<file path="config.mk">
export PLATFORM = sky130hd
export DESIGN_NAME = h264_nalu_fragmenter_top
export DESIGN_NICKNAME = d
export VERILOG_FILES = /design/src/rtl/hnf_pkg.sv /design/src/rtl/h264_nalu_fragmenter_top.sv
export SDC_FILE = /design/constraint.sdc
export NUM_CORES = 1
export LEC_CHECK = 0
export ABC_CLOCK_PERIOD_IN_PS = 13200
export BUFFER_PORTS_ARGS = -buffer_cell sky130_fd_sc_hd__buf_4
export CAP_MARGIN = 0
export CORE_MARGIN = 2
export CORE_UTILIZATION = 46
export DETAILED_ROUTE_END_ITERATION = 7
export GPL_TIMING_DRIVEN = 0
export MAX_ROUTING_LAYER = met4
export SKIP_CTS_REPAIR_TIMING = 1
export SLEW_MARGIN = 0
export SYNTH_ARGS = -nofsm -noshare
export SYNTH_HDL_FRONTEND = slang
export SYNTH_SLANG_ARGS = --single-unit
</file>
<file path="constraint.sdc">
create_clock -name clk -period 13.2 [get_ports clk]
set_clock_uncertainty 0.15 [all_clocks]
set_input_delay 2.64 -clock clk [delete_from_list [all_inputs] [get_ports clk]]
set_output_delay 2.64 -clock clk [all_outputs]
set_load 0.03 [all_outputs]
</file>
<file path="src/rtl/hnf_pkg.sv">
// ----------------------------------------------------------------------------
// hnf_pkg
// shared types and constants for the annex b nal unit fragmenter
// ----------------------------------------------------------------------------
package hnf_pkg;

    // frame size limit and its position counter width (holds limit + 1)
    localparam int unsigned MAX_FRAME_BYTES = 32'd16777216;
    localparam int unsigned POS_W           = $clog2(MAX_FRAME_BYTES + 1) + 1;
    localparam int unsigned OFF_W           = 24;
    localparam int unsigned LEN_W           = 25;

    // start codes accepted per frame
    localparam int unsigned MAX_FRAGMENTS   = 32;
    localparam int unsigned CNT_W           = $clog2(MAX_FRAGMENTS + 1);

    // result queue
    localparam int unsigned QUEUE_DEPTH     = 4;
    localparam int unsigned QPTR_W          = $clog2(QUEUE_DEPTH);
    localparam int unsigned QCNT_W          = $clog2(QUEUE_DEPTH + 1);

    // codec mode codes
    localparam logic MODE_H264 = 1'b0;
    localparam logic MODE_VP8  = 1'b1;

    typedef enum logic [1:0] {
        STATUS_OK       = 2'd0,
        STATUS_NO_CODE  = 2'd1,
        STATUS_TOO_LONG = 2'd2
    } status_t;

    typedef struct packed {
        logic [OFF_W-1:0] offset;
        logic [LEN_W-1:0] length;
        logic             last;
        status_t          status;
    } frag_result_t;

endpackage

</file>
<file path="src/rtl/h264_nalu_fragmenter_top.sv">
// ----------------------------------------------------------------------------
// h264_nalu_fragmenter_top
// splits an annex b byte stream frame into (offset, length) fragment items
// ----------------------------------------------------------------------------
// usage
//   s_axis carries the frame one byte per item, tlast on the final byte.
//   m_axis carries fragment items: tdata = offset then length, tlast marks
//   the closing item of a frame, tuser = status (ok, no start code, too long).
//   cfg_we / cfg_wdata write codec_mode (0 h.264 start-code split, 1 vp8
//   single fragment); write it only between frames.
// throughput
//   one byte per cycle while s_axis_tready is high. the start-code window,
//   the confirm compare and the fragment arithmetic all settle in the cycle
//   a byte is accepted, and the results are written into a four-entry
//   result queue at that edge, from which m_axis reads them in order.
//   a byte yields at most two items (a confirmed fragment plus the closing
//   item), so s_axis_tready is high while the queue has two free entries.
// reset and stall
//   rst_n clears the frame state, the queue and selects h.264 mode.
//   when m_axis_tready is low the queue holds its items; input keeps flowing
//   until fewer than two queue entries are free.
// ----------------------------------------------------------------------------
module h264_nalu_fragmenter_top
    import hnf_pkg::*;
(
    input  logic        clk,
    input  logic        rst_n,
    // input byte stream
    input  logic        s_axis_tvalid,
    output logic        s_axis_tready,
    input  logic [7:0]  s_axis_tdata,   // [7:0] data_byte
    input  logic        s_axis_tlast,   // last_byte
    // fragment items
    output logic        m_axis_tvalid,
    input  logic        m_axis_tready,
    output logic [55:0] m_axis_tdata,   // [23:0] fragment_offset, [48:24] fragment_length
    output logic        m_axis_tlast,   // last_fragment
    output logic [1:0]  m_axis_tuser,   // [1:0] status
    // configuration
    input  logic        cfg_we,
    input  logic        cfg_wdata       // codec_mode
);

    // ------------------------------------------------------------------------
    // frame state
    // ------------------------------------------------------------------------
    logic             mode_reg;
    logic [31:0]      win_reg,        win_next;
    logic [POS_W-1:0] pos_reg,        pos_next;
    logic [CNT_W-1:0] cnt_reg,        cnt_next;
    logic [OFF_W-1:0] start_reg,      start_next;
    logic             open_reg,       open_next;
    logic [OFF_W-1:0] pend_pos_reg,   pend_pos_next;
    logic [2:0]       pend_len_reg,   pend_len_next;
    logic             pend_valid_reg, pend_valid_next;

    // result queue
    frag_result_t      queue_reg [QUEUE_DEPTH];
    logic [QPTR_W-1:0] wr_ptr_reg, wr_ptr_next;
    logic [QPTR_W-1:0] rd_ptr_reg, rd_ptr_next;
    logic [QCNT_W-1:0] qcnt_reg,   qcnt_next;

    logic in_fire;
    logic out_fire;

    // scan datapath
    logic             overflow;
    logic             scan;
    logic             confirm;
    logic             emit_mid;
    logic [OFF_W-1:0] start_a;
    logic             open_a;
    logic [CNT_W-1:0] cnt_a;
    logic             search;
    logic             four;
    logic             three;
    logic [POS_W-1:0] pos_inc;

    frag_result_t mid_res;
    frag_result_t close_res;

    logic [QPTR_W-1:0] close_ptr;
    logic [QCNT_W-1:0] push_cnt;

    assign in_fire  = s_axis_tvalid && s_axis_tready;
    assign out_fire = m_axis_tvalid && m_axis_tready;

    // room for the worst case of two items per byte
    assign s_axis_tready = (qcnt_reg <= QCNT_W'(QUEUE_DEPTH - 2));

    always_comb
    begin
        win_next = {win_reg[23:0], s_axis_tdata};
        overflow = (pos_reg >= POS_W'(MAX_FRAME_BYTES));
        scan     = !overflow && (mode_reg == MODE_H264);

        // a pending code is kept once the byte four places past its start arrives
        confirm  = scan && pend_valid_reg &&
                   (pos_reg >= (POS_W'(pend_pos_reg) + POS_W'(4)));
        emit_mid = confirm && open_reg;

        start_a  = confirm ? (pend_pos_reg + OFF_W'(pend_len_reg)) : start_reg;
        open_a   = open_reg || confirm;
        cnt_a    = cnt_reg + CNT_W'(confirm);

        search   = scan && !(pend_valid_reg && !confirm) &&
                   (cnt_a < CNT_W'(MAX_FRAGMENTS));
        // the four-byte code wins over the three-byte code inside it
        four     = (win_next == 32'h0000_0001) &&
                   (pos_reg >= (POS_W'(start_a) + POS_W'(3)));
        three    = (win_next[23:0] == 24'h00_0001) &&
                   (pos_reg >= (POS_W'(start_a) + POS_W'(2)));

        pend_pos_next   = pend_pos_reg;
        pend_len_next   = pend_len_reg;
        pend_valid_next = pend_valid_reg && !confirm;
        if (search && four)
        begin
            pend_pos_next   = pos_reg[OFF_W-1:0] - OFF_W'(3);
            pend_len_next   = 3'd4;
            pend_valid_next = 1'b1;
        end
        else if (search && three)
        begin
            pend_pos_next   = pos_reg[OFF_W-1:0] - OFF_W'(2);
            pend_len_next   = 3'd3;
            pend_valid_next = 1'b1;
        end

        // past the limit the position parks at limit + 1
        pos_inc = overflow ? POS_W'(MAX_FRAME_BYTES + 1) : (pos_reg + POS_W'(1));

        mid_res.offset = start_reg;
        mid_res.length = LEN_W'(pend_pos_reg - start_reg);
        mid_res.last   = 1'b0;
        mid_res.status = STATUS_OK;

        close_res.last = 1'b1;
        if (pos_inc > POS_W'(MAX_FRAME_BYTES))
        begin
            close_res.offset = '0;
            close_res.length = '0;
            close_res.status = STATUS_TOO_LONG;
        end
        else if (mode_reg == MODE_VP8)
        begin
            close_res.offset = '0;
            close_res.length = LEN_W'(pos_inc);
            close_res.status = STATUS_OK;
        end
        else if (!open_a)
        begin
            close_res.offset = '0;
            close_res.length = '0;
            close_res.status = STATUS_NO_CODE;
        end
        else
        begin
            close_res.offset = start_a;
            close_res.length = LEN_W'(pos_inc - POS_W'(start_a));
            close_res.status = STATUS_OK;
        end

        // every frame starts clean after its final byte
        if (s_axis_tlast)
        begin
            win_next        = '0;
            pos_next        = '0;
            cnt_next        = '0;
            start_next      = '0;
            open_next       = 1'b0;
            pend_pos_next   = '0;
            pend_len_next   = '0;
            pend_valid_next = 1'b0;
        end
        else
        begin
            pos_next   = pos_inc;
            cnt_next   = cnt_a;
            start_next = start_a;
            open_next  = open_a;
        end
    end

    // queue pointers
    always_comb
    begin
        close_ptr   = wr_ptr_reg + QPTR_W'(emit_mid);
        push_cnt    = in_fire ? (QCNT_W'(emit_mid) + QCNT_W'(s_axis_tlast)) : '0;
        wr_ptr_next = wr_ptr_reg + QPTR_W'(push_cnt);
        rd_ptr_next = rd_ptr_reg + QPTR_W'(out_fire);
        qcnt_next   = qcnt_reg + push_cnt - QCNT_W'(out_fire);
    end

    always_ff @(posedge clk or negedge rst_n)
    begin
        if (!rst_n)
        begin
            mode_reg       <= MODE_H264;
            win_reg        <= '0;
            pos_reg        <= '0;
            cnt_reg        <= '0;
            start_reg      <= '0;
            open_reg       <= 1'b0;
            pend_pos_reg   <= '0;
            pend_len_reg   <= '0;
            pend_valid_reg <= 1'b0;
            wr_ptr_reg     <= '0;
            rd_ptr_reg     <= '0;
            qcnt_reg       <= '0;
        end
        else
        begin
            if (cfg_we)
            begin
                mode_reg <= cfg_wdata;
            end
            if (in_fire)
            begin
                win_reg        <= win_next;
                pos_reg        <= pos_next;
                cnt_reg        <= cnt_next;
                start_reg      <= start_next;
                open_reg       <= open_next;
                pend_pos_reg   <= pend_pos_next;
                pend_len_reg   <= pend_len_next;
                pend_valid_reg <= pend_valid_next;
            end
            wr_ptr_reg <= wr_ptr_next;
            rd_ptr_reg <= rd_ptr_next;
            qcnt_reg   <= qcnt_next;
        end
    end

    // queue payload, no reset
    always_ff @(posedge clk)
    begin
        if (in_fire && emit_mid)
        begin
            queue_reg[wr_ptr_reg] <= mid_res;
        end
        if (in_fire && s_axis_tlast)
        begin
            queue_reg[close_ptr] <= close_res;
        end
    end

    // output side
    assign m_axis_tvalid = (qcnt_reg != '0);
    assign m_axis_tdata  = {7'd0, queue_reg[rd_ptr_reg].length,
                            queue_reg[rd_ptr_reg].offset};
    assign m_axis_tlast  = queue_reg[rd_ptr_reg].last;
    assign m_axis_tuser  = queue_reg[rd_ptr_reg].status;

    // ------------------------------------------------------------------------
    // assertions
    // ------------------------------------------------------------------------
    // queue never holds more than its depth
    assert property (@(posedge clk) disable iff (!rst_n)
        qcnt_reg <= QCNT_W'(QUEUE_DEPTH))
        else $error("result queue overfilled");

    // a final byte always leaves a closing item in the queue
    assert property (@(posedge clk) disable iff (!rst_n)
        (in_fire && s_axis_tlast) |=> m_axis_tvalid)
        else $error("no item after final byte");

    // frame state is clean after a final byte
    assert property (@(posedge clk) disable iff (!rst_n)
        (in_fire && s_axis_tlast) |=>
            (pos_reg == '0 && !open_reg && !pend_valid_reg && cnt_reg == '0))
        else $error("frame state not cleared");

    // fragment count stays within the code limit
    assert property (@(posedge clk) disable iff (!rst_n)
        cnt_reg <= CNT_W'(MAX_FRAGMENTS))
        else $error("fragment count past limit");

endmodule
</file>
==> flow_summary.yaml <==
layout:
  final_common_cell: "nand2_1"
  largest_register_ffs: 208
  final_cell_area_um2: 24880
  layout.nets: 2582
  utilization_pct: 52.11
  drive_above_1_share_pct: 10.62
  final_cell_mix: "310 x nand2_1, 204 x edfxtp_1, 183 x o21ai_0"
  ff_latch_area_um2: 9109
  fill_cells: 4361
  multiInputGateArea_um2: 12230
  syn2layout_area_growth_pct: 11.97
  finalNonFillerCells: 3065
timing:
  period_share_pct: 91.85
  setup-tns-final_ps: 0
  rsz0062_at_grt: "false"
  worstMarginPinSlew_ps: 1395
  setup_ws_ps: 1075
  whs_ps: 300.6
  setup_violations: 0
  hold_viol_final: 0
  period_needed_ps: 12120
  clock.fmax_ghz: 0.08248
  relSlewSlack_pct: 6.971
  finalMaxSlewViolations: 0
yosys:
  synth_top_area_cell: "edfxtp_1"
  synth-seq-area-share_pct: 40.99
  yosys_warnings: 0
  synth_ff_type: "edfxtp_1"
  synth_top_family_by_area: "compound AO/OA/AOI/OAI gates"
  yosys.area_share.simple_pct: 16.51
  yosysTopAreaCellShare_pct: 27.57
  synth_edf_count: 204
  synth_seq_cells: 324
  synth_compound_area_share_pct: 16.73
  synth_area_um2: 22220
  synth_cells: 2303
  synth_area_leaders: "edfxtp_1 28%, dfrtp_1 13%, ha_1 8.1%"
  yosys-mux-area-fraction_pct: 6.109
  syn_avg_cell_area_um2: 9.649
  ys_types: 80
  synth-xor-area-share_pct: 6.976
  ys_async_sr_fraction_pct: 35.80
  synth_adder_area_share_pct: 8.412
drt:
  routed_wl_mm: 80.31
  ant_nets: 0
  viasPerCell: 6.336
  drt_iter0_drc: 2201
  first_pass_iters: 6
  drc: 0
  vias: 19420
  avgRoutedWirePerCell_um: 26.20
cts:
  clock_sinks: 324
  cts-root-buf: "clkbuf_16"
  cts_tree: "yes"
  cts-htree-levels: 2
  clk_pin_slew_ps: 60
  clock_path_buffers: 3
  clk_latency_ps: 580
  cts_made_buffers: 38
power_and_ir_drop:
  total_power_mw: 5.446
  ir_worst_vdd_mv: 0.1302
  power_per_cell_area_nw_per_um2: 218.9
  p_leak_nw: 9.575
worst_setup_path:
  max_stage_delay_ps: 1040
  critPathKind: "reg2reg"
  crit_arrival_ps: 12400
  end_kind: "register"
  critPathLaunch: "pend_pos_reg[6]"
  critical_path_peak_fanout: 10
  critPathSlowestCell: "a21oi_1"
  crit_buf_inv: 5
  cp_top_family: "compound AO/OA/AOI/OAI gates"
  cpMostUsedCell: "nor2_1"
  required_ps: 13480
  rr_startpoint: "pend_pos_reg[6]"
  start_kind: "register"
place:
  dpl_cell_area_um2: 23630
  place_hpwl_mm: 61.32
  gp_congestion: 1.039
  place_ws_ps: 1657
  dp.cells: 2995
  place.port_buffers: 68
global_route:
  track_usage_pct: 32.61
  grt_first_pass_wirelength_mm: 117.7
  antenna_found_initial: 0
  overflow: 0
  grt_pass1_vias: 18160
  grt_max_degree: 94
floorplanning:
  die_w_um: 223.8
  pin_count: 76
  initial_core_util_pct: 46.54
  dieArea_um2: 50080
  fp.dieH_um: 223.8
  coreArea_um2: 47750
  num_rows: 80
run_status:
  status: "complete, no violations"
hold_path:
  min-delay-start: "queue_reg[0][2]"
  hold_class: "reg2reg"
job:
  drv_cap: 0
worst reg2reg max path, delay by kind of cell (launching register included):
family	cells	cell delay, ps
fa+ha+maj	3	1100
flops	1	350
xor+xnor	3	620
buf+inv	5	2230
mux	2	1180
compound gates	8	3450
simple gates	14	2910
routing by layer:
| layer | track usage, % | vias to the layer above | wire length (µm) |
|---|---|---|---|
| li1 | - | 8738 | - |
| met1 | 43.76 | 9487 | 33840 |
| met2 | 49.56 | 982 | 35820 |
| met3 | 4.958 | 214 | 6868 |
| met4 | 13.59 | 0 | 3773 |
| met5 | - | - | 0 |
cells by family after synthesis:
family | count (synthesis)
compound gates | 591
xor+xnor | 177
fa+ha+maj | 147
buf+inv | 221
flops | 324
mux | 70
other cells | 1
simple gates | 772
report_power, final:
group / leakage (nW) / switching (mW) / internal, mW
clock network: 0.608 / 0.460 / 0.594
registers: 3.51 / 0.106 / 1.20
logic: 5.45 / 2.00 / 1.09
cells in the mapped netlist, drive strengths merged, types with 5 or more instances:
cell	n
nand2	315
o21ai	205
edfxtp	204
nor2	157
ha	143
dfrtp	116
xnor2	111
a21oi	100
o22ai	100
clkbuf	82
inv	80
xor2	66
buf	59
nand3	54
mux4	52
nor3	46
a21o	41
nand4	34
nand3b	33
nor4	24
o2bb2ai	23
or3	20
and3	18
a22o	16
nand2b	16
o21a	15
mux2i	13
a211oi	12
and2	12
o211ai	12
a31oi	11
nor2b	11
or2	8
o31ai	7
o32ai	7
nor4b	6
mux2	5
o21bai	5
o31a	5
area by class of cell:
type | instances | area share [%]
diodes | 1 | 0.01006
plain buffers | 141 | 2.590
clock buffers | 52 | 4.274
clock inverters | 17 | 0.7492
inverters | 80 | 1.207
multi-input cells | 1764 | 49.13
flip-flops and latches | 324 | 36.61
well taps | 615 | 3.092
repair buffers | 71 | 2.338
path summary, 6_finish.rpt:
path | cells past startpoint | slack [ps] | to
setup / recovery | 35 | 1080 | pend_pos_reg[6]
hold / removal | 2 | 300 | queue_reg[0][2]
setup reg to reg | 35 | 1080 | pend_pos_reg[6]
hold reg to reg | 2 | 300 | queue_reg[0][2]
max in group asynchronous | 2 | 10310 | start_reg[13]
min in group asynchronous | 1 | 1770 | win_reg[3]
(Power assumes the default switching activity.)
